$ cat src/design/tos_pkg.sv
`default_nettype none

package tos_pkg;

  // Byte lanes per option word.
  localparam int unsigned Lanes = 4;

  // Option kinds.
  localparam logic [7:0] KindEol = 8'd0;
  localparam logic [7:0] KindNop = 8'd1;
  localparam logic [7:0] KindWs  = 8'd3;
  localparam logic [7:0] KindTs  = 8'd8;

  // Walk limits.
  localparam logic signed [7:0] TsMargin  = 8'sd10;
  localparam logic signed [7:0] WsMargin  = 8'sd3;
  localparam logic signed [7:0] AreaBase  = 8'sd20;
  localparam logic [7:0]        MinOptLen = 8'd2;
  localparam logic [7:0]        MaxShift  = 8'd14;
  localparam logic [5:0]        PosLimit  = 6'd60;
  localparam logic [5:0]        PosStep   = 6'd4;

  // Timestamp capture count: skip the length byte, then four value bytes.
  localparam logic [2:0] TsSkipLen = 3'd5;
  localparam logic [2:0] TsIdle    = 3'd0;

  // Window-scale capture countdown.
  localparam logic [1:0] WsWaitIdle = 2'd0;
  localparam logic [1:0] WsWaitTake = 2'd1;
  localparam logic [1:0] WsWaitSkip = 2'd2;

  // Walk and capture state carried from byte to byte.
  typedef struct packed {
    logic [2:0]  ts_count;     // timestamp bytes still to capture
    logic [31:0] ts_shift;     // timestamp capture register
    logic [1:0]  ws_wait;      // countdown to the window-scale shift byte
    logic [3:0]  ws_shift;     // clamped window-scale shift
    logic        stopped;      // walk has ended
    logic        len_pending;  // a length byte is awaited
    logic [8:0]  next_start;   // byte index of the next option start
    logic [1:0]  found;        // bit 0 timestamp, bit 1 window scale
  } scan_state_t;

  // One result item.
  typedef struct packed {
    logic        ts_found;
    logic [31:0] ts_value;
    logic        ws_found;
    logic [14:0] ws_factor;
  } result_t;

endpackage

`default_nettype wire

$ cat src/design/tos_opt_if.sv
`default_nettype none

interface tos_opt_if;
  logic        valid;
  logic        ready;
  logic [31:0] option_word;
  logic [3:0]  data_offset;
  logic        last;
  logic        empty_req;

  modport source (output valid, option_word, data_offset, last, empty_req, input ready);
  modport sink   (input valid, option_word, data_offset, last, empty_req, output ready);
endinterface

`default_nettype wire

$ cat src/design/tos_res_if.sv
`default_nettype none

interface tos_res_if;
  logic        valid;
  logic        ready;
  logic        ts_found;
  logic [31:0] ts_value;
  logic        ws_found;
  logic [14:0] ws_factor;

  modport source (output valid, ts_found, ts_value, ws_found, ws_factor, input ready);
  modport sink   (input valid, ts_found, ts_value, ws_found, ws_factor, output ready);
endinterface

`default_nettype wire

$ cat src/design/tos_lane.sv
`default_nettype none

// One byte of the option walk: advances the captures, then the kind/length walk.
module tos_lane (
  input  wire tos_pkg::scan_state_t st_cur,
  input  wire logic [7:0]           byte_val,
  input  wire logic [5:0]           pos,
  input  wire logic signed [7:0]    area,
  output tos_pkg::scan_state_t      st_new
);

  logic signed [7:0] pos_s;
  logic              at_len;
  logic              at_start;

  assign pos_s    = $signed({2'b00, pos});
  assign at_len   = ({4'b0000, pos} == ({1'b0, st_cur.next_start} + 10'd1));
  assign at_start = ({3'b000, pos} == st_cur.next_start);

  always_comb begin
    st_new = st_cur;

    // Timestamp capture: skip the length byte, then shift in value bytes.
    if (st_cur.ts_count == tos_pkg::TsSkipLen) begin
      st_new.ts_count = st_cur.ts_count - 3'd1;
    end else if (st_cur.ts_count != tos_pkg::TsIdle) begin
      st_new.ts_shift = {st_cur.ts_shift[23:0], byte_val};
      st_new.ts_count = st_cur.ts_count - 3'd1;
    end

    // Window-scale capture: the shift byte follows the length byte.
    if (st_cur.ws_wait == tos_pkg::WsWaitSkip) begin
      st_new.ws_wait = tos_pkg::WsWaitTake;
    end else if (st_cur.ws_wait == tos_pkg::WsWaitTake) begin
      st_new.ws_shift = (byte_val > tos_pkg::MaxShift) ? tos_pkg::MaxShift[3:0] : byte_val[3:0];
      st_new.ws_wait  = tos_pkg::WsWaitIdle;
    end

    // Kind/length walk.
    if (!st_cur.stopped) begin
      if (st_cur.len_pending) begin
        if (at_len) begin
          st_new.len_pending = 1'b0;
          if (byte_val < tos_pkg::MinOptLen) begin
            st_new.stopped = 1'b1;
          end else begin
            st_new.next_start = st_cur.next_start + {1'b0, byte_val};
          end
        end
      end else if (at_start) begin
        if ((pos_s + tos_pkg::WsMargin > area) || (byte_val == tos_pkg::KindEol)) begin
          st_new.stopped = 1'b1;
        end else if (byte_val == tos_pkg::KindNop) begin
          st_new.next_start = {3'b000, pos} + 9'd1;
        end else begin
          st_new.len_pending = 1'b1;
          if ((byte_val == tos_pkg::KindTs) && (pos_s + tos_pkg::TsMargin <= area)) begin
            st_new.found[0] = 1'b1;
            st_new.ts_count = tos_pkg::TsSkipLen;
          end
          if (byte_val == tos_pkg::KindWs) begin
            st_new.found[1] = 1'b1;
            st_new.ws_shift = 4'd0;
            st_new.ws_wait  = tos_pkg::WsWaitSkip;
          end
        end
      end
    end
  end

endmodule

`default_nettype wire

$ cat src/design/tos_merge.sv
`default_nettype none

// Builds the result from the state that the lanes leave at the end of a segment.
module tos_merge (
  input  wire tos_pkg::scan_state_t st_end,
  output tos_pkg::result_t          result
);

  logic [31:0] ts_final;

  // Value bytes that never arrived count as zero.
  always_comb begin
    unique case (st_end.ts_count)
      3'd0:    ts_final = st_end.ts_shift;
      3'd1:    ts_final = {st_end.ts_shift[23:0], 8'h00};
      3'd2:    ts_final = {st_end.ts_shift[15:0], 16'h0000};
      3'd3:    ts_final = {st_end.ts_shift[7:0], 24'h000000};
      default: ts_final = 32'h0000_0000;
    endcase
  end

  // Found flags gate both values.
  always_comb begin
    result.ts_found  = st_end.found[0];
    result.ts_value  = st_end.found[0] ? ts_final : 32'h0000_0000;
    result.ws_found  = st_end.found[1];
    result.ws_factor = st_end.found[1] ? (15'd1 << st_end.ws_shift) : 15'd1;
  end

endmodule

`default_nettype wire

$ cat src/design/tcp_option_scanner.sv
`default_nettype none

// TCP option scanner.
// The opt channel carries the option area of a segment, one 32-bit word per transfer,
// first byte in bits 31 to 24, with the header data offset. The word with last set
// closes the segment; a transfer with empty_req set closes it at once and its word is
// ignored. The res channel gives one transfer per segment: the timestamp and
// window-scale findings of a single kind/length walk over the area.
// Throughput is one word per cycle unless a result stalls. Four byte lanes, chained
// within the cycle, each take one byte of the word, so the lane chain sets the clock path.
// Latency: the result is presented in the cycle after the closing transfer.
// The result sits in an output register; while it waits to be taken, opt.ready is low,
// and it goes high again in the cycle the result is taken, so no word is lost.
// Reset (rst, synchronous) clears the walk state, the byte position and the output
// valid; the block accepts words in the first cycle after reset.
module tcp_option_scanner (
  input  wire logic  clk,
  input  wire logic  rst,
  tos_opt_if.sink    opt,
  tos_res_if.source  res
);

  tos_pkg::scan_state_t scan;
  tos_pkg::scan_state_t scan_next;
  logic [5:0]           byte_pos;
  logic [5:0]           byte_pos_next;
  tos_pkg::scan_state_t lane_st [tos_pkg::Lanes+1];
  tos_pkg::scan_state_t merge_in;
  tos_pkg::result_t     merge_out;
  tos_pkg::result_t     res_data;
  logic                 res_valid;
  logic                 accept;
  logic                 seg_end;
  logic signed [7:0]    area;

  // Handshake: take a word unless a result is waiting and stalled.
  assign opt.ready = !res_valid || res.ready;
  assign accept    = opt.valid && opt.ready;
  assign seg_end   = opt.empty_req || opt.last;

  // Option area length in bytes, negative for a short header.
  assign area = $signed({2'b00, opt.data_offset, 2'b00}) - tos_pkg::AreaBase;

  // Byte lanes, chained from the first byte on the wire.
  assign lane_st[0] = scan;
  for (genvar i = 0; i < tos_pkg::Lanes; i++) begin : g_lane
    tos_lane u_lane (
      .st_cur   (lane_st[i]),
      .byte_val (opt.option_word[8*(tos_pkg::Lanes-1-i) +: 8]),
      .pos      (byte_pos + 6'(i)),
      .area     (area),
      .st_new   (lane_st[i+1])
    );
  end

  // Merge: an empty request uses the state as it stands.
  assign merge_in = opt.empty_req ? scan : lane_st[tos_pkg::Lanes];

  tos_merge u_merge (
    .st_end (merge_in),
    .result (merge_out)
  );

  // Next walk state and byte position.
  always_comb begin
    scan_next     = scan;
    byte_pos_next = byte_pos;
    if (accept) begin
      if (seg_end) begin
        scan_next     = '0;
        byte_pos_next = 6'd0;
      end else begin
        scan_next     = lane_st[tos_pkg::Lanes];
        byte_pos_next = (byte_pos < tos_pkg::PosLimit) ? byte_pos + tos_pkg::PosStep
                                                       : tos_pkg::PosLimit;
      end
    end
  end

  // Walk state registers.
  always_ff @(posedge clk) begin
    if (rst) begin
      scan     <= '0;
      byte_pos <= 6'd0;
    end else begin
      scan     <= scan_next;
      byte_pos <= byte_pos_next;
    end
  end

  // Output register.
  always_ff @(posedge clk) begin
    if (rst) begin
      res_valid <= 1'b0;
    end else if (accept && seg_end) begin
      res_valid <= 1'b1;
    end else if (res.ready) begin
      res_valid <= 1'b0;
    end
  end

  always_ff @(posedge clk) begin
    if (accept && seg_end) begin
      res_data <= merge_out;
    end
  end

  assign res.valid     = res_valid;
  assign res.ts_found  = res_data.ts_found;
  assign res.ts_value  = res_data.ts_value;
  assign res.ws_found  = res_data.ws_found;
  assign res.ws_factor = res_data.ws_factor;

  // A stalled result blocks new words.
  a_stall_blocks: assert property (@(posedge clk) disable iff (rst)
    (res_valid && !res.ready) |-> !opt.ready)
    else $error("word accepted while a result is stalled");

  // Closing a segment presents a result and restarts the walk.
  a_close_result: assert property (@(posedge clk) disable iff (rst)
    (accept && seg_end) |=> (res_valid && (byte_pos == 6'd0) && (scan == '0)))
    else $error("segment close did not present a result and restart");

  // Timestamp capture runs only after an accepted timestamp option.
  a_ts_capture: assert property (@(posedge clk) disable iff (rst)
    !scan.found[0] |-> (scan.ts_count == tos_pkg::TsIdle))
    else $error("timestamp capture without an accepted option");

  // Window-scale capture runs only after an accepted window-scale option.
  a_ws_capture: assert property (@(posedge clk) disable iff (rst)
    !scan.found[1] |-> ((scan.ws_wait == tos_pkg::WsWaitIdle) && (scan.ws_shift == 4'd0)))
    else $error("window-scale capture without an accepted option");

  // Byte position moves in whole words and stops at its limit.
  a_pos_range: assert property (@(posedge clk) disable iff (rst)
    (byte_pos[1:0] == 2'b00) && (byte_pos <= tos_pkg::PosLimit))
    else $error("byte position out of range");

endmodule

`default_nettype wire
$ cat src/flat_wrapper.sv
// flat-port wrapper written by rule: the top's interface ports become plain ports
module tcp_option_scanner_flat 
  (clk, rst, opt_valid, opt_option_word, opt_data_offset, opt_last, opt_empty_req, opt_ready, res_valid, res_ts_found, res_ts_value, res_ws_found, res_ws_factor, res_ready);
  tos_opt_if opt_i ();
  tos_res_if res_i ();
  input  wire logic clk;
  input  wire logic rst;
  input wire logic [$bits(opt_i.valid)-1:0] opt_valid;
  input wire logic [$bits(opt_i.option_word)-1:0] opt_option_word;
  input wire logic [$bits(opt_i.data_offset)-1:0] opt_data_offset;
  input wire logic [$bits(opt_i.last)-1:0] opt_last;
  input wire logic [$bits(opt_i.empty_req)-1:0] opt_empty_req;
  output wire logic [$bits(opt_i.ready)-1:0] opt_ready;
  output wire logic [$bits(res_i.valid)-1:0] res_valid;
  output wire logic [$bits(res_i.ts_found)-1:0] res_ts_found;
  output wire logic [$bits(res_i.ts_value)-1:0] res_ts_value;
  output wire logic [$bits(res_i.ws_found)-1:0] res_ws_found;
  output wire logic [$bits(res_i.ws_factor)-1:0] res_ws_factor;
  input wire logic [$bits(res_i.ready)-1:0] res_ready;
  assign opt_i.valid = opt_valid;
  assign opt_i.option_word = opt_option_word;
  assign opt_i.data_offset = opt_data_offset;
  assign opt_i.last = opt_last;
  assign opt_i.empty_req = opt_empty_req;
  assign opt_ready = opt_i.ready;
  assign res_valid = res_i.valid;
  assign res_ts_found = res_i.ts_found;
  assign res_ts_value = res_i.ts_value;
  assign res_ws_found = res_i.ws_found;
  assign res_ws_factor = res_i.ws_factor;
  assign res_i.ready = res_ready;
  tcp_option_scanner u_core (.clk(clk), .rst(rst), .opt(opt_i), .res(res_i));
endmodule
$ cat config.mk
export PLATFORM = sky130hd
export DESIGN_NAME = tcp_option_scanner_flat
export DESIGN_NICKNAME = d
export VERILOG_FILES = /design/src/design/tos_pkg.sv /design/src/design/tos_opt_if.sv /design/src/design/tos_res_if.sv /design/src/design/tos_lane.sv /design/src/design/tos_merge.sv /design/src/design/tcp_option_scanner.sv /design/src/flat_wrapper.sv
export SDC_FILE = /design/constraint.sdc
export NUM_CORES = 1
export LEC_CHECK = 0
export ABC_AREA = 0
export CORE_UTILIZATION = 60
export DETAILED_ROUTE_END_ITERATION = 8
export DONT_BUFFER_PORTS = 1
export PLACE_DENSITY = 0.76
export REMOVE_ABC_BUFFERS = 1
export SYNTH_ARGS = -nofsm -noshare
export SYNTH_HDL_FRONTEND = slang
export SYNTH_HIERARCHICAL = 1
export SYNTH_SLANG_ARGS = --single-unit
$ cat constraint.sdc
create_clock -name clk -period 18.1 [get_ports clk]
set_input_delay 1.81 -clock clk [delete_from_list [all_inputs] [get_ports clk]]
set_output_delay 1.81 -clock clk [all_outputs]
set_load 0.1 [all_outputs]
# After elaboration in Yosys (flattened, before gate mapping)
# Cells that the tools add are included.
dict set report totals {
  input_bits 42
  out_inout_bits 51
  mem_count 0
  latch_bits 0
  elab_cells 253
  ff_bits 110
  mem_bits_rw 0
  rom_bits 0
}
dict set report op_classes {
  n_mux 134
  order_cmp 17
  n_div 0
  bitwise 0
  eq_ne 35
  shift 1
  n_reduce_logical 23
  mul 0
  add_sub_neg 29
}
# op n
set op_table {}
lappend op_table {{two-way mux 35 bit} 6}
lappend op_table {{two-way mux 19 bit} 8}
lappend op_table {{two-way mux 6 bit} 23}
lappend op_table {{two-way mux 32 bit} 4}
lappend op_table {{one-hot mux 32 bit (4 select lines)} 1}
lappend op_table {{two-way mux 54 bit} 2}
lappend op_table {{two-way mux 11 bit} 8}
lappend op_table {{two-way mux 3 bit} 28}
lappend op_table {{two-way mux 9 bit} 8}
lappend op_table {{two-way mux 12 bit} 4}
lappend op_table {{adder 9 x 1 -> 10 bit, second input constant} 4}
lappend op_table {{== test 6 x 10 -> 1 bit} 4}
lappend op_table {{adder 9 x 8 -> 9 bit} 4}
lappend op_table {{== test 6 x 9 -> 1 bit} 4}
lappend op_table {{== test 8 x 1 -> 1 bit, second input constant} 4}
lappend op_table {{== test 8 x 2 -> 1 bit, second input constant} 4}
lappend op_table {{== test 8 x 4 -> 1 bit, second input constant} 4}
lappend op_table {{> comparator 8 x 4 -> 1 bit, second input constant} 4}
lappend op_table {{> comparator 8 bit} 4}
lappend op_table {{<= comparator 8 bit} 4}
lappend op_table {{logical NOT 8 bit} 4}
lappend op_table {{less-than comparator 8 x 2 -> 1 bit, second input constant} 4}
lappend op_table {{two-way mux 4 bit} 8}
lappend op_table {{adder 6 x 1 -> 7 bit, second input constant} 4}
lappend op_table {{22 further kinds} 87}

# Logic depth before layout (Yosys ltp)
# Gate-level depths: netlist of the first run.
dict set report depth {
  depth_word 41
  mapped_depth 44
  ltp_nobuf 40
}

# Modules after synthesis
# Netlist of the first run, hierarchy kept.
# module area_each_um2 cells_each seq_area_each_um2 instances
set by_module_without_submodules {}
lappend by_module_without_submodules {tcp_option_scanner 4365.4 337 2652.5 1}
lappend by_module_without_submodules {{tos_lane (u_core.g_lane[3].u_lane)} 2127.0 279 0.0 1}
lappend by_module_without_submodules {{tos_lane (u_core.g_lane[1].u_lane)} 2080.7 277 0.0 1}
lappend by_module_without_submodules {{tos_lane (u_core.g_lane[0].u_lane)} 2062.0 272 0.0 1}
lappend by_module_without_submodules {{tos_lane (u_core.g_lane[2].u_lane)} 2031.9 276 0.0 1}
lappend by_module_without_submodules {tos_merge 738.2 109 0.0 1}

# Worst setup path after synthesis of the first run
# No wires, ideal clock.
dict set report synth_timing {
  kind {input -> register}
  from {in opt_data_offset[0]}
  to {reg u_core.res_data (netlist bit u_core/res.ts_value[28]), data pin}
  setup_time_ps 266
  arrival_ps 11623
  required_time_ps 17834
  path_buffers 4
  path_stages 40
  path_slack_ps 6210
  path_cell_list {inv_1 -> ha_1 -> inv_1 -> a21oi_1 -> inv_1 -> ha_1 -> a211oi_1 -> nand2_1 -> a2111oi_0 -> o21a_1 -> nand4_1 -> nor3b_1 -> nor3_1 -> ha_1 -> nand3_1 -> nor4_1 -> o2111ai_2 -> nor3b_4 -> [4 not listed] -> clkbuf_1 -> or4_1 -> a211o_1 -> a211o_1 -> or2_0 -> buf_2 -> o221ai_1 -> xor2_1 -> or4_1 -> nor4_4 -> o21a_1 -> nand4_1 -> o21ai_0 -> mux2_2 -> buf_2 -> buf_4 -> mux2i_1 -> o22ai_2}
}
# item line_no
set synth_rtl {}
lappend synth_rtl {{start, declared} flat_wrapper.sv:10} ;# input wire logic [$bits(opt_i.data_offset)-1:0] opt_data_offset;
lappend synth_rtl {{end signal, assigned} tcp_option_scanner.sv:104} ;# res_data <= merge_out;
lappend synth_rtl {{end, declared} tcp_option_scanner.sv:30} ;# tos_pkg::result_t res_data;

==> metrics.cfg, run 1 <==
[floorplanning]
die-height_um = 151
initial_core_util = 0.609
die_area_sq_um = 22700
core-area_sq_um = 21800
row_count = 54
dieWidth_um = 151
io_pins = 93

[global_routing]
antenna_found_initial = 0
grt_pass1_wl_um = 57200
grt-ovfl-total = 0
grt_max_degree = 60
grt_pass1_vias = 11000
grt.total_usage = 0.321

[sta]
fin_crit_ns = 13.15
fin_crit_sh = 0.727
setup_viol = 0
final_hold_viol_count = 0
max_slew.worst_pin.slew_ns = 1.14
max_clock_freq_ghz = 0.0760
rsz0062_at_grt = false
slew_headroom = 0.239
finalMaxSlewViolations = 0
skew_ns = 0.0137
fin_hold_ws_ns = 0.547
setup_tns_ns = 0

[clocking]
cts.sinks = 108
hold_buffers = 0
post_cts_buffers = 0
h-tree-depth = 3
cts_buffer_depth = 2
clockRootBuffer = clkbuf_16
cts_tree = built
cts_resized = 0
cts_made_buffers = 9
clock_latency_ns = 0.36
cts.clk_slew.worst_paths_ns = 0.08

[setup_path]
worstSetupPathType = in -> reg
crit_family = simple AND/OR/NAND/NOR gates
worstPathRequired_ns = 18.18
timing.rr.start = u_core/byte_pos[3]$_SDFFE_PP0P_
path_common_cell = ha_1
reg2reg_depth = 32
arrival_ns = 13.23
end_kind = register
crit_slowest_cell = nor3_1
reg2reg_slack_ns = 6.47
cp_max_fo = 17
path_buf_inv = 4
cp-start-kind = input port
crit_path_max_incr_delay_ns = 0.72
r2r_end = u_core/res.ts_value[30]$_DFFE_PP_

[run_status]
status = complete, no violations

[finish]
final_util = 0.633
syn_to_final_growth_pct = 3.92
drive_gt1_frac = 0.178
final_common_cell = mux2_2
n_antenna_cell = 0
finish.instance_area_sq_um = 13800
layout.nets = 1700
mostFrequentLayoutCells = mux2_2, nor2_1, ha_1

[power_and_ir_drop]
power_leakage_uw = 0.00562
powerDensity_nw_per_um2 = 116
power.total_uw = 1600
irDropWorstVdd_v = 0.000145

[route]
firstDrtPassIters = 6
wl_um = 36300
vias = 11700
drt.antenna.violating_nets = 0
wire_per_inst_um = 20.0
vias_per_cell = 6.44
drc = 0
first_iter_violations = 1092

[place]
dp_hpwl_um = 27200
place_area_sq_um = 13500
gp_congestion = 0.959
port_buffers = 0

[worst_hold_path]
hold_start = u_core/lane_st[262]$_SDFFE_PP0P_
hold_class = reg -> reg
hold_path_end = u_core/lane_st[262]$_SDFFE_PP0P_
hold_path_depth = 2

[synth]
synth_cells = 1537
ys_warn_count = 6
netlist_area_sq_um = 13300
synth.avg_cell_area_sq_um = 8.63

[run]
drv_cap = 0

[power breakdown]
part | total (uW) | switching, uW | internal (uW) | leakage [uW]
logic | 1060 | 575 | 481 | 0.00453
clock network | 197 | 101 | 96.9 | 0.000137
registers | 350 | 66.5 | 283 | 0.000961
total | 1600 | 742 | 861 | 0.00562
[layer usage]
layer  GRT usage  part of all wire  vias up  wire, um
li1            -                 -     5575         -
met1       0.411              0.43     5562     15400
met2       0.538              0.47      483     17000
met3      0.0542             0.075       71      2720
met4       0.114             0.031        0      1120
met5           0                 0        -         0
[per-stage QoR]
step,setup slack [ns],instances
2_1_floorplan,6.12,1513
3_3_place_gp,5.41,1800
3_5_place_dp,4.94,1800
4_1_cts,5.28,1816
5_1_grt,4.38,1816
6_report,4.95,1816
[sequential cells by signal (all words and copies together) (netlist names)]
register,flops
u_core/byte_pos,4
u_core/res.ws_found,1
u_core/res.ts_value,32
u_core/res.ts_found,1
u_core/lane_st,54
u_core/res.valid,1
u_core/res.ws_factor,15
[worst min-delay path, delay by kind of cell (launching register included)]
| family | cells | cell delay [ns] |
|---|---|---|
| AND/OR/NAND/NOR | 1 | 0.07 |
| flip-flops | 1 | 0.36 |
| AO/OA/AOI/OAI | 1 | 0.08 |
[area by class of cell]
| type | instances | area (sq um) |
|---|---|---|
| clock buffers | 9 | 225 |
| clock inverters | 7 | 68.8 |
| fillers | 1865 | 7980 |
| inverters | 91 | 342 |
| multi-input cells | 1314 | 10100 |
| flip-flops and latches | 108 | 2660 |
| well taps | 280 | 350 |
| repair buffers | 7 | 52.6 |
[how the worst max path moves through the flow]
stage,slack (ns),endpoint,depth (start not counted),startpoint
after detailed placement,4.94,u_core/res.ts_value[25]$_DFFE_PP_,38,opt_data_offset[0]
after global placement,5.41,u_core/res.ts_value[22]$_DFFE_PP_,38,opt_data_offset[0]
after global routing,4.38,u_core/res.ts_value[25]$_DFFE_PP_,37,opt_data_offset[0]
after CTS,5.28,u_core/res.ts_value[25]$_DFFE_PP_,38,opt_data_offset[0]
after floorplan,6.12,u_core/res.ts_value[28]$_DFFE_PP_,36,opt_data_offset[0]
final,4.95,u_core/res.ts_value[30]$_DFFE_PP_,38,opt_data_offset[0]
Power figures use the tool's default switching activity.
==> inputs of run 2 (changes only) <==
--- a/config.mk
+++ b/config.mk
@@ -5,11 +5,11 @@
 export SDC_FILE = /design/constraint.sdc
 export NUM_CORES = 1
 export LEC_CHECK = 0
-export ABC_AREA = 0
+export ABC_AREA = 1
 export CORE_UTILIZATION = 60
 export DETAILED_ROUTE_END_ITERATION = 8
 export DONT_BUFFER_PORTS = 1
-export PLACE_DENSITY = 0.76
+export PLACE_DENSITY = 0.79
 export REMOVE_ABC_BUFFERS = 1
 export SYNTH_ARGS = -nofsm -noshare
 export SYNTH_HDL_FRONTEND = slang
==> constraint.sdc (replaced) <==
create_clock -name clk -period 10.7 [get_ports clk]
set_input_delay 1.07 -clock clk [delete_from_list [all_inputs] [get_ports clk]]
set_output_delay 1.07 -clock clk [all_outputs]
set_load 0.1 [all_outputs]
==> run 2 against run 1 <==
- global-route usage increased by 2.7 points
- via count increased by 35%
- sequential share of layout area fell by 2.8 points
- non-clock buffer count is 9 higher
- setup slack lost 3.8 ns
- clock-buffer cell count grew 1
- synthesized area is 17% higher
- design area rose by 17%
- critical endpoint is now u_core/res.ts_value[12]$_DFFE_PP_
- cell count increased by 53%
- sequential cell count is the same
- largest cell class unchanged
==> metrics.cfg, run 2 <==
[global_routing]
grt_pass1_wl_um = 74000  ; was 57,200 um
antenna_found_initial = 2  ; was 0
grt.total_usage = 0.347  ; was 0.321
grt_max_degree = 60  ; unchanged
grt_pass1_vias = 14700  ; was 11,000
grt-ovfl-total = 0  ; unchanged

[sta]
max_slew.worst_pin.slew_ns = 1.05  ; was 1.14 ns
skew_ns = 0.0158  ; was 0.0137 ns
fin_crit_sh = 0.896
finalMaxSlewViolations = 0  ; unchanged
rsz0062_at_grt = false  ; unchanged
setup_tns_ns = 0  ; unchanged
slew_headroom = 0.300  ; was 0.239
fin_hold_ws_ns = 0.480  ; was 0.547 ns
fin_crit_ns = 9.58
max_clock_freq_ghz = 0.104
setup_viol = 0  ; unchanged
postLayoutSetupSlackWorst_ns = 1.12  ; was 4.95 ns
final_hold_viol_count = 0  ; unchanged

[floorplanning]
die_area_sq_um = 26500  ; was 22,700 sq um
die-height_um = 163  ; was 151 um
dieWidth_um = 163  ; was 151 um
core-area_sq_um = 25300  ; was 21,800 sq um
io_pins = 93  ; unchanged
initial_core_util = 0.614  ; was 0.609
row_count = 58  ; was 54

[route]
wire_per_inst_um = 16.5  ; was 20.0 um
drc = 0  ; unchanged
firstDrtPassIters = 5  ; was 6
wl_um = 45800  ; was 36,300 um
vias_per_cell = 5.69  ; was 6.44
first_iter_violations = 1555  ; was 1,092
vias = 15800  ; was 11,700
drt.antenna.violating_nets = 0  ; unchanged

[setup_path]
arrival_ns = 9.78  ; was 13.23 ns
worstPathRequired_ns = 10.90  ; was 18.18 ns
reg2reg_depth = 57  ; was 32
end_kind = register  ; unchanged
cp-start-kind = input port  ; unchanged
crit_slowest_cell = mux2_2  ; was nor3_1
path_common_cell = nand2_1  ; was ha_1
cp_max_fo = 33  ; was 17
crit_path_max_incr_delay_ns = 0.52  ; was 0.72 ns
worstSetupPathType = in -> reg  ; unchanged

[clocking]
post_cts_buffers = 0  ; unchanged
h-tree-depth = 3  ; unchanged
cts_tree = built  ; unchanged
clockRootBuffer = clkbuf_16  ; unchanged
cts_resized = 0  ; unchanged
cts.sinks = 108  ; unchanged
cts_buffer_depth = 2  ; unchanged
cts.clk_slew.worst_paths_ns = 0.08  ; about the same
cts_made_buffers = 9  ; unchanged
clock_latency_ns = 0.36  ; about the same
hold_buffers = 0  ; unchanged

[finish]
largest_reg_flops = 54  ; unchanged
regArea_sq_um = 2650  ; was 2660 sq um
layout.nets = 2614  ; was 1,700
mostFrequentLayoutCells = nand2_1, inv_1, nand3_1  ; was mux2_2, nor2_1, ha_1
drive_gt1_frac = 0.130  ; was 0.178
final_common_cell = nand2_1  ; was mux2_2
fillers = 2484  ; was 1,865
final_util = 0.636  ; was 0.633
syn_to_final_growth_pct = 3.53  ; was 3.92%
multiInputGateArea_sq_um = 11300  ; was 10,100 sq um

[place]
port_buffers = 0  ; unchanged
gp_congestion = 1.00  ; was 0.959
dp_hpwl_um = 35800  ; was 27,200 um
place_worst_setup_slack_ns = 0.599  ; was 4.94 ns

[synth]
netlist_area_sq_um = 15500  ; was 13,300 sq um
synth_cells = 2449  ; was 1,537
synth.avg_cell_area_sq_um = 6.34  ; was 8.63 sq um
ys_warn_count = 6  ; unchanged

[worst_hold_path]
hold_class = reg -> reg  ; unchanged
hold_path_depth = 2  ; unchanged

[run]
drv_cap = 0  ; unchanged

[run_status]
status = complete, no violations  ; unchanged

==> run 2: metal layers <==
metal	wire length (um)	global-route usage	vias up
met4	1370	0.113	0
met5	0	0	-
met1	20100	0.472	7283
li1	-	-	7828
met3	3720	0.0448	79
met2	20600	0.565	630
==> run 2: path summary, 6_finish.rpt <==
kind / startpoint / end / slack [ns]
worst max-delay path: opt_data_offset[0] / u_core/res.ts_value[12]$_DFFE_PP_ / 1.12
worst min-delay path: u_core/lane_st[265]$_SDFFE_PP0P_ / u_core/lane_st[265]$_SDFFE_PP0P_ / 0.48
worst max register to register: u_core/byte_pos[4]$_SDFFE_PP0P_ / u_core/res.ts_value[12]$_DFFE_PP_ / 1.71
worst min register to register: u_core/lane_st[265]$_SDFFE_PP0P_ / u_core/lane_st[265]$_SDFFE_PP0P_ / 0.48
==> run 2: layout make-up <==
cell class / count / area share
tap: 330 / 0.0257
inverter: 349 / 0.0817
sequential: 108 / 0.165
multi-input combinational: 1961 / 0.702
clock inverter: 6 / 0.00350
clock buffer: 10 / 0.0143
antenna: 2 / 0.000312
timing repair buffer: 16 / 0.00748
==> run 2: through the flow <==
stage / std cells / area (sq um)
finish: 2782 / 16100
global route: 2780 / 16100
CTS: 2780 / 16100
detailed placement: 2764 / 15800
global placement: 2764 / 15800
floorplan: 2418 / 15200
==> run 2: worst max-delay path: cells and delay by family <==
family,cells,cell delay (ns)
AND/OR/NAND/NOR,37,4.45
AO/OA/AOI/OAI,5,0.63
buffers and inverters,11,1.63
adder cells (fa/ha/maj),5,1.46
multiplexers,1,0.52
Power of run 2 is left out: the tool's default activity adds up to more than one toggle a clock period on the data nets, which glitch-free logic cannot reach.
==> inputs of run 3 (changes only) <==
==> constraint.sdc (replaced) <==
create_clock -name clk -period 10.7 [get_ports clk]
set_input_delay 2.14 -clock clk [delete_from_list [all_inputs] [get_ports clk]]
set_output_delay 2.14 -clock clk [all_outputs]
set_load 0.1 [all_outputs]
==> run 3 against run 2 <==
- clock-buffer cell count is the same
- setup slack got worse by 0.46 ns
- non-clock buffer count is 13 higher
- die area did not move
==> metrics.cfg, run 3 (same netlist as run 2, synthesis figures left out) <==
[run_status]
status = complete, no violations  ; unchanged

[clocking]
cts_buffer_depth = 2  ; unchanged
hold_buffers = 0  ; unchanged
clockRootBuffer = clkbuf_16  ; unchanged
cts.clk_slew.worst_paths_ns = 0.08  ; about the same
cts_tree = built  ; unchanged
cts.sinks = 108  ; unchanged
cts_made_buffers = 9  ; unchanged
clock_latency_ns = 0.35  ; was 0.36 ns
h-tree-depth = 3  ; unchanged

[sta]
max_slew.worst_pin.slew_ns = 1.06  ; was 1.05 ns
rsz0062_at_grt = false  ; unchanged
finalMaxSlewViolations = 0  ; unchanged
fin_crit_ns = 10.04  ; was 9.58 ns
setup_tns_ns = 0  ; unchanged
skew_ns = 0.00886  ; was 0.0158 ns
max_clock_freq_ghz = 0.0996  ; was 0.104 GHz
slew_headroom = 0.291  ; was 0.300
setup_viol = 0  ; unchanged
final_hold_viol_count = 0  ; unchanged
fin_crit_sh = 0.938  ; was 0.896

[setup_path]
worstPathRequired_ns = 10.92  ; was 10.90 ns
crit_path_max_incr_delay_ns = 0.53  ; was 0.52 ns
cp-start-kind = input port  ; unchanged
path_buf_inv = 9  ; was 11
arrival_ns = 10.26  ; was 9.78 ns
reg2reg_slack_ns = 2.31  ; was 1.71 ns
worstSetupPathType = in -> reg  ; unchanged
cp_max_fo = 28  ; was 33
path_common_cell = nand2_1  ; unchanged
crit_family = simple AND/OR/NAND/NOR gates  ; unchanged
end_kind = register  ; unchanged
crit_slowest_cell = mux2_2  ; unchanged

[finish]
largest_reg_flops = 54  ; unchanged
regArea_sq_um = 2650  ; unchanged
fillers = 2394  ; was 2,484
layout.nets = 2628  ; was 2,614
mostFrequentLayoutCells = nand2_1, inv_1, nand3_1  ; unchanged
drive_gt1_frac = 0.134  ; was 0.130
final_util = 0.642  ; was 0.636
multiInputGateArea_sq_um = 11300  ; about the same
syn_to_final_growth_pct = 4.48  ; was 3.53%
final_common_cell = nand2_1  ; unchanged

[route]
drc = 0  ; unchanged
wl_um = 45900  ; was 45,800 um
wire_per_inst_um = 16.4  ; was 16.5 um
vias = 15900  ; was 15,800
vias_per_cell = 5.68  ; was 5.69
drt.antenna.violating_nets = 0  ; unchanged
firstDrtPassIters = 6  ; was 5
first_iter_violations = 1811  ; was 1,555

[place]
port_buffers = 0  ; unchanged
gp_congestion = 1.00  ; about the same
dp_hpwl_um = 35300  ; was 35,800 um

[run]
drv_cap = 0  ; unchanged

[floorplanning]
dieWidth_um = 163  ; unchanged
die-height_um = 163  ; unchanged
core-area_sq_um = 25300  ; unchanged
die_area_sq_um = 26500  ; unchanged
row_count = 58  ; unchanged
io_pins = 93  ; unchanged
initial_core_util = 0.614  ; unchanged

[global_routing]
grtUsageMet3 = 0.0519  ; was 0.0448
top_usage_layer = met2  ; unchanged
grt.total_usage = 0.343  ; was 0.347
grt_pass1_vias = 14500  ; was 14,700
grt_util_met2 = 0.542  ; was 0.565
grt-ovfl-total = 0  ; unchanged
grt_pass1_wl_um = 73200  ; was 74,000 um
gr-usage-met1 = 0.477  ; was 0.472
antenna_found_initial = 1  ; was 2
grt_max_degree = 60  ; unchanged

[worst_hold_path]
hold_class = reg -> reg  ; unchanged

-- run 3: metrics by stage --
| step | cells | instance area (sq um) | setup WS (ns) | hold slack [ns] |
|---|---|---|---|---|
| 4_1_cts | 2789 | 16100 | 0.556 | 0.473 |
| 2_1_floorplan | 2418 | 15200 | 0.993 | 0.445 |
| 5_1_grt | 2794 | 16200 | 0.00452 | 0.499 |
| 6_report | 2795 | 16200 | 0.660 | 0.479 |
| 3_5_place_dp | 2773 | 15800 | 0.264 | 0.462 |
| 3_3_place_gp | 2773 | 15800 | 0.503 | 0.459 |
-- run 3: final timing paths --
kind / end / startpoint / cells past startpoint
setup / recovery: u_core/res.ts_value[19]$_DFFE_PP_ / opt_data_offset[0] / 59
hold / removal: u_core/lane_st[266]$_SDFFE_PP0P_ / u_core/lane_st[266]$_SDFFE_PP0P_ / 2
setup reg to reg: u_core/res.ts_value[19]$_DFFE_PP_ / u_core/byte_pos[4]$_SDFFE_PP0P_ / 57
hold reg to reg: u_core/lane_st[266]$_SDFFE_PP0P_ / u_core/lane_st[266]$_SDFFE_PP0P_ / 2
-- run 3: what timing repair did --
item / 4_1_cts / 5_1_grt
gates resized for setup: 0 / 2
setup endpoints to repair: 0 / 32
buffers inserted: 0 / 4
-- run 3: worst register-to-register path, delay by kind of cell (launching register included) --
kind,cells,cell delay (ns)
mux,1,0.53
compound gates,2,0.30
fa+ha+maj,4,1.08
simple gates,40,4.55
buf+inv,9,1.29
flops,1,0.31
xor+xnor,1,0.21
-- run 3: final cells by class --
cell class	instances	area share
antenna	1	0.000154
clock buffer	10	0.0141
clock inverter	6	0.00478
inverter	349	0.0809
multi-input combinational	1962	0.696
sequential	108	0.164
tap	330	0.0255
timing repair buffer	29	0.0150
-- run 3: per-layer routing --
layer	vias to the layer above	wire length, um	share of wire
met5	-	0	0
met2	748	20100	0.44
li1	7866	-	-
met1	7156	20100	0.44
met4	0	1430	0.031
met3	96	4210	0.092
Power of run 3 is left out for the same reason.
